[config.mk]
export PLATFORM = sky130hd
export DESIGN_NAME = signed_integer_to_radix_text_top
export DESIGN_NICKNAME = d
export VERILOG_FILES = /design/src/rtl/core/sirt_pkg.sv /design/src/rtl/core/sirt_ram.sv /design/src/rtl/core/signed_integer_to_radix_text_top.sv
export SDC_FILE = /design/constraint.sdc
export NUM_CORES = 1
export LEC_CHECK = 0
export BUFFER_PORTS_ARGS = -buffer_cell sky130_fd_sc_hd__buf_4
export CAP_MARGIN = 20
export CORE_ASPECT_RATIO = 2
export CORE_UTILIZATION = 40
export DETAILED_ROUTE_END_ITERATION = 7
export SETUP_SLACK_MARGIN = 0.3
export SYNTH_ARGS = -nofsm -noshare
export SYNTH_HDL_FRONTEND = slang
export SYNTH_HIERARCHICAL = 1
export SYNTH_SLANG_ARGS = --single-unit
[constraint.sdc]
create_clock -name clk -period 39.1 [get_ports clk]
set_input_delay 1.955 -clock clk [delete_from_list [all_inputs] [get_ports clk]]
set_output_delay 1.955 -clock clk [all_outputs]
set_load 0.02 [all_outputs]
[src/rtl/core/sirt_pkg.sv]
package sirt_pkg;

	localparam int ALEN_W      = 6;
	localparam int CFG_W       = 64;
	localparam int NUM_WORDS   = 4;
	localparam int ALPHA_CHARS = 32;
	localparam int ALPHA_BITS  = ALPHA_CHARS * 8;
	localparam int DIGIT_W     = 5;

	localparam logic [7:0] CH_MINUS = 8'h2d;
	localparam logic [7:0] CH_PLUS  = 8'h2b;
	localparam logic [7:0] CH_ZERO  = 8'h30;
	localparam logic [7:0] CH_NUL   = 8'h00;

	localparam logic [ALEN_W-1:0] LEN_RESET = 6'd10;
	localparam logic [CFG_W-1:0]  DIGITS_0_RESET = 64'h3736353433323130;
	localparam logic [CFG_W-1:0]  DIGITS_1_RESET = 64'h0000000000003938;

	typedef logic [2:0] reg_idx_t;
	localparam reg_idx_t REG_ALPHABET_LENGTH = 3'd0;
	localparam reg_idx_t REG_DIGITS_0_TO_7   = 3'd1;
	localparam reg_idx_t REG_DIGITS_8_TO_15  = 3'd2;
	localparam reg_idx_t REG_DIGITS_16_TO_23 = 3'd3;
	localparam reg_idx_t REG_DIGITS_24_TO_31 = 3'd4;

	typedef enum logic [3:0] {
		OP_NOP,
		OP_ACCEPT,
		OP_DIV_INIT,
		OP_DIV,
		OP_STORE,
		OP_EMIT_MINUS,
		OP_EMIT_DIGIT,
		OP_EMIT_ZERO,
		OP_EMIT_ERR,
		OP_CHK_INIT,
		OP_CHK_STEP,
		OP_CHK_END
	} op_t;

	typedef enum logic [3:0] {
		C_NEVER,
		C_ALWAYS,
		C_DIRTY,
		C_NO_INPUT,
		C_BAD_ALPHA,
		C_MAG_ZERO,
		C_MORE_CHUNKS,
		C_MAG_NONZERO,
		C_NOT_NEG,
		C_MORE_DIGITS,
		C_CHK_MORE
	} cond_t;

	typedef enum logic [3:0] {
		ST_DISPATCH,
		ST_WAIT,
		ST_CHECK_ALPHA,
		ST_CHECK_ZERO,
		ST_DIGIT,
		ST_DIV,
		ST_STORE,
		ST_SIGN,
		ST_MINUS,
		ST_EMIT,
		ST_RETURN,
		ST_ZERO,
		ST_ERR,
		ST_CHK_INIT,
		ST_CHK,
		ST_CHK_END
	} step_t;

	typedef struct packed {
		op_t   op;
		cond_t cond;
		step_t target;
	} uword_t;

	// control store: jump to target when the condition holds, else fall through
	function automatic uword_t ucode(step_t s);
		uword_t w;
		case (s)
			ST_DISPATCH:    w = '{OP_NOP,        C_DIRTY,       ST_CHK_INIT};
			ST_WAIT:        w = '{OP_ACCEPT,     C_NO_INPUT,    ST_DISPATCH};
			ST_CHECK_ALPHA: w = '{OP_NOP,        C_BAD_ALPHA,   ST_ERR};
			ST_CHECK_ZERO:  w = '{OP_NOP,        C_MAG_ZERO,    ST_ZERO};
			ST_DIGIT:       w = '{OP_DIV_INIT,   C_NEVER,       ST_DISPATCH};
			ST_DIV:         w = '{OP_DIV,        C_MORE_CHUNKS, ST_DIV};
			ST_STORE:       w = '{OP_STORE,      C_MAG_NONZERO, ST_DIGIT};
			ST_SIGN:        w = '{OP_NOP,        C_NOT_NEG,     ST_EMIT};
			ST_MINUS:       w = '{OP_EMIT_MINUS, C_NEVER,       ST_DISPATCH};
			ST_EMIT:        w = '{OP_EMIT_DIGIT, C_MORE_DIGITS, ST_EMIT};
			ST_RETURN:      w = '{OP_NOP,        C_ALWAYS,      ST_DISPATCH};
			ST_ZERO:        w = '{OP_EMIT_ZERO,  C_ALWAYS,      ST_DISPATCH};
			ST_ERR:         w = '{OP_EMIT_ERR,   C_ALWAYS,      ST_DISPATCH};
			ST_CHK_INIT:    w = '{OP_CHK_INIT,   C_NEVER,       ST_DISPATCH};
			ST_CHK:         w = '{OP_CHK_STEP,   C_CHK_MORE,    ST_CHK};
			ST_CHK_END:     w = '{OP_CHK_END,    C_ALWAYS,      ST_DISPATCH};
			default:        w = '{OP_NOP,        C_ALWAYS,      ST_DISPATCH};
		endcase
		return w;
	endfunction

endpackage

[src/rtl/core/sirt_ram.sv]
module sirt_ram #(
	parameter int WIDTH = 5,
	parameter int DEPTH = 32
) (
	input  logic                     clk,
	input  logic                     we,
	input  logic [$clog2(DEPTH)-1:0] waddr,
	input  logic [WIDTH-1:0]         wdata,
	input  logic [$clog2(DEPTH)-1:0] raddr,
	output logic [WIDTH-1:0]         rdata
);

	logic [WIDTH-1:0] mem [DEPTH];

	always_ff @(posedge clk) begin
		if (we) begin
			mem[waddr] <= wdata;
		end
		rdata <= mem[raddr];
	end

endmodule

[src/rtl/core/signed_integer_to_radix_text_top.sv]
// Converts each signed VALUE_BITS-bit input value into text over a configurable digit
// alphabet of up to 32 characters, one character per output transaction: a '-' for a
// negative value, then the digits from the most significant, tlast on the final one;
// with a valid alphabet zero gives just '0', and a rejected alphabet (length below 2
// or above MAX_RADIX, a NUL, '+' or '-', or a repeated character) gives one transaction
// with data 0 and tuser 1. Control runs from a 16-step microcode table. After reset and
// after any configuration write the alphabet is validated once before the next input is
// taken. Every digit is one pass of a shared divider that consumes one byte of the dividend
// per cycle, and characters go out one per cycle, slower when the output side stalls.
module signed_integer_to_radix_text_top #(
	parameter int MAX_RADIX  = 32,
	parameter int VALUE_BITS = 32
) (
	input  logic                                   clk,
	input  logic                                   arst_n,
	input  logic                                   s_axis_tvalid,
	output logic                                   s_axis_tready,
	input  logic [((VALUE_BITS + 7) / 8) * 8 - 1:0] s_axis_tdata,  // value
	output logic                                   m_axis_tvalid,
	input  logic                                   m_axis_tready,
	output logic [7:0]                             m_axis_tdata,  // character
	output logic                                   m_axis_tlast,
	output logic [0:0]                             m_axis_tuser,  // status
	input  logic                                   cfg_we,
	input  sirt_pkg::reg_idx_t                     cfg_index,
	input  logic [sirt_pkg::CFG_W-1:0]             cfg_data
);

	import sirt_pkg::*;

	localparam int CHUNKS = (VALUE_BITS + 7) / 8;
	localparam int PW     = CHUNKS * 8;
	localparam int CHW    = (CHUNKS > 1) ? $clog2(CHUNKS) : 1;
	localparam int AW     = $clog2(VALUE_BITS);
	localparam int CNTW   = $clog2(VALUE_BITS + 1);

	function automatic logic [7:0] alpha_byte(logic [ALPHA_BITS-1:0] flat,
		logic [ALEN_W-1:0] pos);
		logic [7:0] b;
		b = CH_NUL;
		if (pos < ALEN_W'(ALPHA_CHARS)) begin
			b = flat[pos[DIGIT_W-1:0] * 8 +: 8];
		end
		return b;
	endfunction

	// one byte of long division; the remainder stays below the radix
	function automatic logic [8+DIGIT_W-1:0] div_byte(logic [DIGIT_W-1:0] r,
		logic [7:0] b, logic [ALEN_W-1:0] d);
		logic [ALEN_W-1:0]  acc;
		logic [7:0]         q;
		logic [DIGIT_W-1:0] rr;
		rr = r;
		q  = 8'h00;
		for (int k = 7; k >= 0; k--) begin
			acc = {rr, b[k]};
			if (acc >= d) begin
				acc  = acc - d;
				q[k] = 1'b1;
			end
			rr = acc[DIGIT_W-1:0];
		end
		return {q, rr};
	endfunction

	step_t  step_q, step_d;
	uword_t uw;
	logic   cond_hit, is_emit, hold, out_free, emit_fire;

	logic [ALEN_W-1:0]                len_q;
	logic [NUM_WORDS-1:0][CFG_W-1:0]  digits_q;
	logic [ALPHA_BITS-1:0]            alpha_flat;
	logic                             dirty_q, alpha_ok_q, bad_q, chk_bad;
	logic [ALEN_W-1:0]                chk_i_q;
	logic [7:0]                       chk_char;

	logic                 neg_q;
	logic [PW-1:0]        div_q;
	logic [DIGIT_W-1:0]   rem_q;
	logic [CHW-1:0]       chunk_q;
	logic [CNTW-1:0]      count_q, cnt_m1, cnt_m2;
	logic [VALUE_BITS-1:0] in_val, mag;
	logic [7:0]           quot_byte;
	logic [DIGIT_W-1:0]   rem_next;

	logic [AW-1:0]        rd_addr;
	logic [DIGIT_W-1:0]   rd_digit;

	logic       out_valid_q, out_last_q, out_status_q;
	logic [7:0] out_char_q;
	logic [7:0] emit_char;
	logic       emit_last, emit_status;

	assign alpha_flat = digits_q;
	assign uw         = ucode(step_q);
	assign in_val     = s_axis_tdata[VALUE_BITS-1:0];
	assign mag        = in_val[VALUE_BITS-1] ? (~in_val + 1'b1) : in_val;
	assign {quot_byte, rem_next} = div_byte(rem_q, div_q[PW-1 -: 8], len_q);
	assign cnt_m1     = count_q - CNTW'(1);
	assign cnt_m2     = count_q - CNTW'(2);

	// duplicate and forbidden character test for the current position
	always_comb begin
		chk_char = alpha_byte(alpha_flat, chk_i_q);
		chk_bad  = (chk_char == CH_NUL) || (chk_char == CH_PLUS) || (chk_char == CH_MINUS);
		for (int j = 0; j < ALPHA_CHARS; j++) begin
			if ((ALEN_W'(j) > chk_i_q) && (ALEN_W'(j) < len_q)
				&& (alpha_flat[j*8 +: 8] == chk_char)) begin
				chk_bad = 1'b1;
			end
		end
	end

	always_comb begin
		case (uw.cond)
			C_NEVER:       cond_hit = 1'b0;
			C_ALWAYS:      cond_hit = 1'b1;
			C_DIRTY:       cond_hit = dirty_q;
			C_NO_INPUT:    cond_hit = !(s_axis_tvalid && s_axis_tready);
			C_BAD_ALPHA:   cond_hit = !alpha_ok_q;
			C_MAG_ZERO:    cond_hit = (div_q == '0);
			C_MORE_CHUNKS: cond_hit = (chunk_q != CHW'(CHUNKS - 1));
			C_MAG_NONZERO: cond_hit = (div_q != '0);
			C_NOT_NEG:     cond_hit = !neg_q;
			C_MORE_DIGITS: cond_hit = (count_q != CNTW'(1));
			C_CHK_MORE:    cond_hit = (chk_i_q < len_q);
			default:       cond_hit = 1'b0;
		endcase

		is_emit   = uw.op inside {OP_EMIT_MINUS, OP_EMIT_DIGIT, OP_EMIT_ZERO, OP_EMIT_ERR};
		out_free  = !out_valid_q || m_axis_tready;
		hold      = is_emit && !out_free;
		emit_fire = is_emit && out_free;

		if (hold) begin
			step_d = step_q;
		end else if (cond_hit) begin
			step_d = uw.target;
		end else begin
			step_d = step_t'(step_q + 4'd1);
		end

		case (uw.op)
			OP_EMIT_MINUS: begin
				emit_char = CH_MINUS; emit_last = 1'b0; emit_status = 1'b0;
			end
			OP_EMIT_DIGIT: begin
				emit_char   = alpha_byte(alpha_flat, {1'b0, rd_digit});
				emit_last   = (count_q == CNTW'(1));
				emit_status = 1'b0;
			end
			OP_EMIT_ZERO: begin
				emit_char = CH_ZERO; emit_last = 1'b1; emit_status = 1'b0;
			end
			OP_EMIT_ERR: begin
				emit_char = CH_NUL; emit_last = 1'b1; emit_status = 1'b1;
			end
			default: begin
				emit_char = CH_NUL; emit_last = 1'b0; emit_status = 1'b0;
			end
		endcase

		// registered read: fetch the next digit while the current one goes out
		if ((uw.op == OP_EMIT_DIGIT) && emit_fire) begin
			rd_addr = cnt_m2[AW-1:0];
		end else begin
			rd_addr = cnt_m1[AW-1:0];
		end
	end

	// no input while a fresh alphabet still waits for its check
	assign s_axis_tready = (uw.op == OP_ACCEPT) && !dirty_q && !cfg_we;

	always_ff @(posedge clk or negedge arst_n) begin
		if (!arst_n) begin
			step_q <= ST_DISPATCH;
		end else begin
			step_q <= step_d;
		end
	end

	always_ff @(posedge clk or negedge arst_n) begin
		if (!arst_n) begin
			len_q       <= LEN_RESET;
			digits_q[0] <= DIGITS_0_RESET;
			digits_q[1] <= DIGITS_1_RESET;
			digits_q[2] <= '0;
			digits_q[3] <= '0;
			dirty_q     <= 1'b1;
		end else begin
			if (cfg_we) begin
				case (cfg_index)
					REG_ALPHABET_LENGTH: len_q       <= cfg_data[ALEN_W-1:0];
					REG_DIGITS_0_TO_7:   digits_q[0] <= cfg_data;
					REG_DIGITS_8_TO_15:  digits_q[1] <= cfg_data;
					REG_DIGITS_16_TO_23: digits_q[2] <= cfg_data;
					REG_DIGITS_24_TO_31: digits_q[3] <= cfg_data;
					default: ;
				endcase
			end
			// a write during validation forces another pass
			if (cfg_we) begin
				dirty_q <= 1'b1;
			end else if (uw.op == OP_CHK_INIT) begin
				dirty_q <= 1'b0;
			end
		end
	end

	always_ff @(posedge clk or negedge arst_n) begin
		if (!arst_n) begin
			chk_i_q    <= '0;
			bad_q      <= 1'b0;
			alpha_ok_q <= 1'b0;
			chunk_q    <= '0;
			count_q    <= '0;
		end else begin
			case (uw.op)
				OP_ACCEPT: begin
					if (s_axis_tvalid && s_axis_tready) begin
						count_q <= '0;
					end
				end
				OP_DIV_INIT: chunk_q <= '0;
				OP_DIV:      chunk_q <= chunk_q + 1'b1;
				OP_STORE:    count_q <= count_q + 1'b1;
				OP_EMIT_DIGIT: begin
					if (emit_fire) begin
						count_q <= cnt_m1;
					end
				end
				OP_CHK_INIT: begin
					chk_i_q <= '0;
					bad_q   <= (len_q < ALEN_W'(2)) || (int'(len_q) > MAX_RADIX);
				end
				OP_CHK_STEP: begin
					if (chk_i_q < len_q) begin
						bad_q   <= bad_q | chk_bad;
						chk_i_q <= chk_i_q + 1'b1;
					end
				end
				OP_CHK_END: alpha_ok_q <= !bad_q;
				default: ;
			endcase
		end
	end

	always_ff @(posedge clk) begin
		case (uw.op)
			OP_ACCEPT: begin
				if (s_axis_tvalid && s_axis_tready) begin
					neg_q <= in_val[VALUE_BITS-1];
					div_q <= PW'(mag);
				end
			end
			OP_DIV_INIT: rem_q <= '0;
			OP_DIV: begin
				div_q <= (div_q << 8) | PW'(quot_byte);
				rem_q <= rem_next;
			end
			default: ;
		endcase
	end

	sirt_ram #(
		.WIDTH(DIGIT_W),
		.DEPTH(VALUE_BITS)
	) u_digit_ram (
		.clk   (clk),
		.we    (uw.op == OP_STORE),
		.waddr (count_q[AW-1:0]),
		.wdata (rem_q),
		.raddr (rd_addr),
		.rdata (rd_digit)
	);

	always_ff @(posedge clk or negedge arst_n) begin
		if (!arst_n) begin
			out_valid_q <= 1'b0;
		end else if (emit_fire) begin
			out_valid_q <= 1'b1;
		end else if (m_axis_tready) begin
			out_valid_q <= 1'b0;
		end
	end

	always_ff @(posedge clk) begin
		if (emit_fire) begin
			out_char_q   <= emit_char;
			out_last_q   <= emit_last;
			out_status_q <= emit_status;
		end
	end

	assign m_axis_tvalid   = out_valid_q;
	assign m_axis_tdata    = out_char_q;
	assign m_axis_tlast    = out_last_q;
	assign m_axis_tuser[0] = out_status_q;

	a_count_range: assert property (@(posedge clk) disable iff (!arst_n)
		count_q <= CNTW'(VALUE_BITS))
		else $error("digit count beyond buffer depth");

	a_accept_next: assert property (@(posedge clk) disable iff (!arst_n)
		(s_axis_tvalid && s_axis_tready) |=> (step_q == ST_CHECK_ALPHA))
		else $error("accepted transaction did not start a conversion");

	a_emit_has_digit: assert property (@(posedge clk) disable iff (!arst_n)
		(uw.op == OP_EMIT_DIGIT) |-> (count_q != '0))
		else $error("digit emitted with empty buffer");

	a_err_shape: assert property (@(posedge clk) disable iff (!arst_n)
		(m_axis_tvalid && m_axis_tuser[0]) |-> (m_axis_tlast && (m_axis_tdata == CH_NUL)))
		else $error("invalid alphabet result malformed");

endmodule

==> results of run 1 <==
==> sequential cells by signal, summed over array words and instances (netlist names), 2 cells and up <==
signal,cells
alpha_flat,256
chk_i_q,6
chunk_q,2
count_q,6
div_q,32
len_q,6
m_axis_tdata,8
rem_q,5
step_q,4
u_digit_ram/mem,160
u_digit_ram/rdata,5
==> worst min-delay path, stage by stage (launching register included) <==
cell     delay [ps]
dfrtp_1         350
nand2_1          60
nand2_1          50
==> stage by stage <==
stage               worst slack, ps   util  instances  instance area [µm²]  hold WS (ps)
floorplan                     25310      -       2433                30300           441
CTS                           23190  0.450       3540                33700           498
detailed placement            23240  0.428       3454                32100           484
global placement              23810  0.428       3454                32100           455
global route                  22040  0.451       3544                33800           529
finish                        23310  0.451       3544                33800           493
==> kinds of logic after synthesis <==
kind of cell               count (synthesis)
buffers and inverters                    203
DFF                                      497
and+or+nand+nor                          419
adders and majority gates                 78
xor gates and xnor gates                 306
AOI/OAI and AO/OA                        366
muxes                                    564
==> area by class of cell <==
| class | count | share of cell area |
|---|---|---|
| multi-input combinational | 1733 | 0.471 |
| timing repair buffer | 167 | 0.0378 |
| clock buffer | 57 | 0.0380 |
| sequential | 497 | 0.400 |
| inverter | 53 | 0.00589 |
| clock inverter | 29 | 0.0103 |
| tap | 1008 | 0.0373 |
==> worst min-delay path by stage <==
stage                                       from  slack [ps]                      to  cells past startpoint
after floorplan           chunk_q[1]$_DFFE_PN0P_         440  chunk_q[1]$_DFFE_PN0P_                      2
after global placement    chunk_q[1]$_DFFE_PN0P_         450  chunk_q[1]$_DFFE_PN0P_                      2
after detailed placement  chunk_q[1]$_DFFE_PN0P_         480  chunk_q[1]$_DFFE_PN0P_                      2
after CTS                 count_q[5]$_DFFE_PN0P_         500  count_q[5]$_DFFE_PN0P_                      1
after global routing      chunk_q[1]$_DFFE_PN0P_         530  chunk_q[1]$_DFFE_PN0P_                      2
final                     chunk_q[1]$_DFFE_PN0P_         490  chunk_q[1]$_DFFE_PN0P_                      2
==> cell usage in the layout, fill, tap and decap left out, drive strengths merged, types with 6 or more instances in the layout <==
cell type and count:
or2 7, mux4 130, clkbuf 58, nand2b 12
mux2i 148, a41oi 8, nand3 26, o31ai 11
o2111ai 6, nor3 22, dfstp 38, or3 13
a21o 24, fa 8, xnor2 152, xor2 154
nand3b 7, nor4 45, a21oi 89, a31oi 14
or4 7, mux2 286, buf 166, o22ai 70
nor2 128, nand4 38, and3 6, nor2b 12
ha 70, clkinv 15, edfxtp 208, nand2 80
inv 60, a2111oi 11, dfrtp 246, o21ai 97
==> metal layers <==
layer  wire length, µm  GRT usage  up-vias
met4              8940      0.201        6
met5                38          0        -
li1                  -          -     9290
met1             38300      0.312    10800
met3              5290     0.0381      291
met2             53500      0.487      856
==> impl_metrics.py, run 1 <==
metrics = {
    "place": {
        "hpwl_um": 79300,
        "routabilityCongestion": 1.05,
        "portBuffers": 115,
    },
    "die": {
        "die_h_um": 391,
        "fp.dieW_um": 197,
        "rows": 142,
        "core_area_um2": 75000,
        "start_util": 0.404,
        "dieArea_um2": 77000,
        "num_io_pins": 116,
    },
    "logic_synthesis": {
        "synth_ff_type": "dfrtp_1",
        "synth.largest_area_cell": "edfxtp_1",
        "synth_commonest_cells": "mux2_2 (286), dfrtp_1 (246), edfxtp_1 (208), xor2_1 (154), xnor2_1 (152)",
        "synth_top_family_by_area": "multiplexers",
        "synth_cell_type_count": 79,
        "synth_xor_area_frac": 0.0884,
        "syn_area_um2": 30300,
        "synthCells": 2433,
        "async_flop_share": 0.571,
        "synthAdderAreaFrac": 0.0342,
        "syn_area_per_cell_um2": 12.5,
        "synth_edf_count": 208,
        "synth_seq_cells": 497,
        "yosys_warnings": 6,
        "ys_seq_area_frac": 0.445,
        "synth_area_leaders": "edfxtp_1 (21%), dfrtp_1 (20%), mux2_2 (11%), mux4_2 (9.7%), mux2i_1 (4.9%)",
        "syn_nets": 2615,
        "synth_compound_area_frac": 0.0762,
        "netlist.area_leader.share": 0.206,
        "yosysMostFrequentCell": "mux2_2",
        "synth.mux.area_fraction": 0.252,
        "synthSimpleGateAreaFrac": 0.0707,
    },
    "critical_path": {
        "crit_buf_inv": 1,
        "cp.depth": 57,
        "worstSetupEndpoint": "rem_q[3]$_SDFFCE_PN0P_",
        "crit_path_end_kind": "register",
        "r2r_end": "rem_q[3]$_SDFFCE_PN0P_",
        "cp.required_ps": 39430,
        "worstPathArrival_ps": 16120,
        "cp_slowest_cell": "dfstp_2",
        "r2r_setup_slack_ps": 23310,
        "cp-start-kind": "register",
        "setup.worst_path.start": "len_q[1]$_DFFE_PN1P_",
        "criticalPathCategory": "reg2reg",
        "worst_r2r_path_depth": 57,
        "critPathMaxStageDelay_ps": 840,
        "crit_fanout": 13,
        "critPathTopFamily": "compound AO/OA/AOI/OAI gates",
        "cpMostUsedCell": "a21oi_1",
        "r2r-start": "len_q[1]$_DFFE_PN1P_",
    },
    "cells_and_area": {
        "fill_cells": 6967,
        "regArea_um2": 13500,
        "n_antenna_cell": 0,
        "nets": 2680,
        "drive_gt1_frac": 0.293,
        "synthToLayoutAreaGrowth_pct": 11.5,
        "multi_input_area_um2": 15900,
    },
    "detailed_routing": {
        "ant_nets": 0,
        "vias_per_cell": 6.00,
        "drc": 0,
        "finalWirelength_um": 106000,
        "firstDrtPassIters": 5,
        "vias": 21300,
        "routedWlPerCell_um": 29.9,
        "dr.first_iter.drc_count": 1584,
    },
    "sta": {
        "max_freq_mhz": 63.3,
        "slew-limit-headroom": 0.101,
        "hold_viol_final": 0,
        "finalSetupViolCount": 0,
        "worst_pin_slew_ps": 1340,
        "fin_skew_ps": 29.4,
        "fin_crit_ps": 15790,
        "rsz0062_at_grt": "no",
        "post-route-period-util": 0.404,
        "drv_slew": 0,
        "finalSetupTns_ps": 0,
    },
    "cts": {
        "cts_sinks": 497,
        "cts_root_buffer": "clkbuf_16",
        "htree_levels": 2,
        "cts_made_buffers": 46,
        "clkTransAtPathRegs_ps": 70,
        "holdBufCountCts": 0,
        "cts.repair.resized": 0,
        "clockBufferDepth": 3,
        "clk_latency_ps": 630,
        "cts_tree": "built",
        "cts_setup_buffers": 0,
    },
    "run": {
        "drv_cap": 0,
    },
    "global_route": {
        "track_usage": 0.280,
        "overflow": 0,
        "grt_antenna_before_repair": 3,
        "grt_pass1_vias": 22300,
        "grt_pass1_wl_um": 155000,
        "grt_max_degree": 106,
    },
    "outcome": {
        "status": "completed",
    },
    "worst_hold_path": {
        "hp-class": "reg2reg",
    },
}
Power of run 1 is left out: the tool's default activity adds up to more than one toggle a clock period on the data nets, which glitch-free logic cannot reach.
==> inputs of run 2 (changes only) <==
ABC_AREA = 1   (was default)
clock period = 15.2 ns   (was 39.1 ns; I/O delays follow)
==> impl_metrics.py, run 2 <==
metrics = {
    "outcome": {
        "status": "completed",
    },
    "sta": {
        "max_freq_mhz": 73.0,
        "rsz0062_at_grt": "no",
        "worst_pin_slew_ps": 1440,
        "fin_crit_ps": 13690,
        "fin_skew_ps": 78.9,
        "post-route-period-util": 0.901,
        "finalSetupViolCount": 0,
        "hold_viol_final": 0,
        "slew-limit-headroom": 0.0294,
        "drv_slew": 0,
        "finalSetupTns_ps": 0,
    },
    "detailed_routing": {
        "vias_per_cell": 5.73,
        "vias": 33300,
        "routedWlPerCell_um": 28.7,
        "ant_nets": 0,
        "finalWirelength_um": 167000,
        "drc": 0,
        "dr.first_iter.drc_count": 3598,
        "firstDrtPassIters": 6,
    },
    "logic_synthesis": {
        "async_flop_share": 0.571,
        "syn_area_per_cell_um2": 7.02,
        "synth_xor_area_frac": 0.0250,
        "yosys_warnings": 6,
        "synth_top_family_by_area": "simple AND/OR/NAND/NOR gates",
        "syn_area_um2": 33000,
        "synth_compound_area_frac": 0.127,
        "yosysMostFrequentCell": "nand2_1",
        "netlist.area_leader.share": 0.189,
        "synth_edf_count": 208,
        "synth_commonest_cells": "nand2_1 (1,578), o21ai_0 (520), inv_1 (509), nand3_1 (509), nor2_1 (253)",
        "synthCells": 4694,
        "synth_cell_type_count": 61,
        "synthAdderAreaFrac": 0.0314,
        "synth.largest_area_cell": "edfxtp_1",
        "synthSimpleGateAreaFrac": 0.307,
        "synth_seq_cells": 497,
        "synth_area_leaders": "edfxtp_1 (19%), dfrtp_1 (19%), nand2_1 (18%), o21ai_0 (7.9%), nand3_1 (7.7%)",
        "synth.mux.area_fraction": 0.000645,
        "ys_seq_area_frac": 0.409,
        "synth_ff_type": "dfrtp_1",
        "syn_nets": 4876,
    },
    "critical_path": {
        "critPathMaxStageDelay_ps": 470,
        "crit_fanout": 11,
        "cp_slowest_cell": "fa_1",
        "cp.required_ps": 15660,
        "crit_path_end_kind": "register",
        "r2r_end": "rem_q[4]$_SDFFCE_PN0P_",
        "cpMostUsedCell": "inv_1",
        "worst_r2r_path_depth": 66,
        "criticalPathCategory": "reg2reg",
        "r2r-start": "div_q[31]$_DFFE_PP_",
        "r2r_setup_slack_ps": 1510,
        "cp-start-kind": "register",
        "worstPathArrival_ps": 14160,
    },
    "cts": {
        "clkTransAtPathRegs_ps": 70,
        "htree_levels": 2,
        "cts_root_buffer": "clkbuf_16",
        "clockBufferDepth": 3,
        "cts_sinks": 497,
        "clk_latency_ps": 700,
        "cts_tree": "built",
        "cts_made_buffers": 49,
        "holdBufCountCts": 0,
    },
    "die": {
        "num_io_pins": 116,
        "dieArea_um2": 83700,
        "core_area_um2": 81500,
        "rows": 148,
        "start_util": 0.405,
        "fp.dieW_um": 205,
        "die_h_um": 408,
    },
    "cells_and_area": {
        "drive_gt1_frac": 0.0796,
        "multi_input_area_um2": 16300,
        "final_common_cell": "nand2_1",
        "synthToLayoutAreaGrowth_pct": 10.5,
        "fill_cells": 8630,
        "nets": 4879,
        "regArea_um2": 13500,
        "largest_register_ff_count": 256,
        "layout_common_cells": "nand2_1 (1,576), inv_1 (507), nand3_1 (506), o21ai_0 (503), nor2_1 (253)",
    },
    "global_route": {
        "grt_max_degree": 128,
        "track_usage": 0.405,
        "grt_antenna_before_repair": 17,
        "grt_pass1_wl_um": 236000,
        "grt_pass1_vias": 32200,
        "overflow": 0,
    },
    "place": {
        "portBuffers": 115,
        "routabilityCongestion": 1.08,
        "hpwl_um": 122000,
    },
    "worst_hold_path": {
        "hp-class": "in2async",
    },
    "run": {
        "drv_cap": 0,
    },
}
==> run 2: changes by cell type after synthesis, sizes merged, moves of 96 or more <==
cell | before | now
mux2i | 148 | 1
nand3 | 26 | 509
nor2 | 128 | 261
mux2 | 286 | 1
inv | 51 | 520
nand2 | 80 | 1581
mux4 | 130 | 0
xnor2 | 152 | 30
a21oi | 89 | 185
o21ai | 97 | 537
==> run 2: final cells by class <==
| class | count | area share |
|---|---|---|
| repair buffers | 203 | 0.0440 |
| clock buffers | 53 | 0.0341 |
| multi-input cells | 3423 | 0.448 |
| inverters | 523 | 0.0542 |
| clock inverters | 39 | 0.0118 |
| flip-flops and latches | 497 | 0.371 |
| well taps | 1050 | 0.0361 |
| diodes | 13 | 0.000893 |
==> run 2: timing repair <==
action	CTS	global route
buffers inserted	0	0
gates resized for setup	0	8
endpoints found under the setup margin	0	6
==> run 2: critical path: cells and delay by family, from the launching register on <==
family / cells / cell delay (ps)
AOI/OAI and AO/OA: 23 / 4510
adders and majority gates: 9 / 3680
buffers and inverters: 15 / 1580
DFF: 1 / 390
and+or+nand+nor: 19 / 3350
==> run 2: cell families after synthesis <==
group,Yosys count
AOI/OAI and AO/OA,795
xor gates and xnor gates,94
adders and majority gates,78
buffers and inverters,774
DFF,497
muxes,2
and+or+nand+nor,2454
==> run 2: per-stage QoR <==
stage / utilization / cell area [µm²] / instances / setup WS, ps / hold WS [ps]
after CTS: 0.444 / 36200 / 5774 / 682 / 96.3
after floorplan: - / 33000 / 4694 / 2630 / 446
final: 0.447 / 36400 / 5801 / 1510 / 54.9
after global routing: 0.447 / 36400 / 5790 / 315 / 113
after global placement: 0.424 / 34500 / 5682 / 685 / 468
after detailed placement: 0.424 / 34500 / 5682 / 713 / 473
==> run 2: worst max path at each step <==
| stage | from | end | slack, ps |
|---|---|---|---|
| after floorplan | len_q[1]$_DFFE_PN1P_ | rem_q[4]$_SDFFCE_PN0P_ | 2630 |
| after global placement | div_q[31]$_DFFE_PP_ | rem_q[4]$_SDFFCE_PN0P_ | 680 |
| after detailed placement | div_q[31]$_DFFE_PP_ | rem_q[4]$_SDFFCE_PN0P_ | 710 |
| after CTS | div_q[31]$_DFFE_PP_ | rem_q[4]$_SDFFCE_PN0P_ | 680 |
| after global routing | len_q[2]$_DFFE_PN0P_ | rem_q[4]$_SDFFCE_PN0P_ | 310 |
| final | div_q[31]$_DFFE_PP_ | rem_q[4]$_SDFFCE_PN0P_ | 1510 |
==> run 2: routing by layer <==
metal  routed length [µm]  vias up  track usage  share of wire
met5                   64        -            0        0.00038
met4                21000       10        0.412           0.13
met3                10000      673       0.0908          0.060
met2                82400     1624        0.686           0.49
met1                53100    15700        0.392           0.32
li1                     -    15300            -              -
Power of run 2 is left out for the same reason.
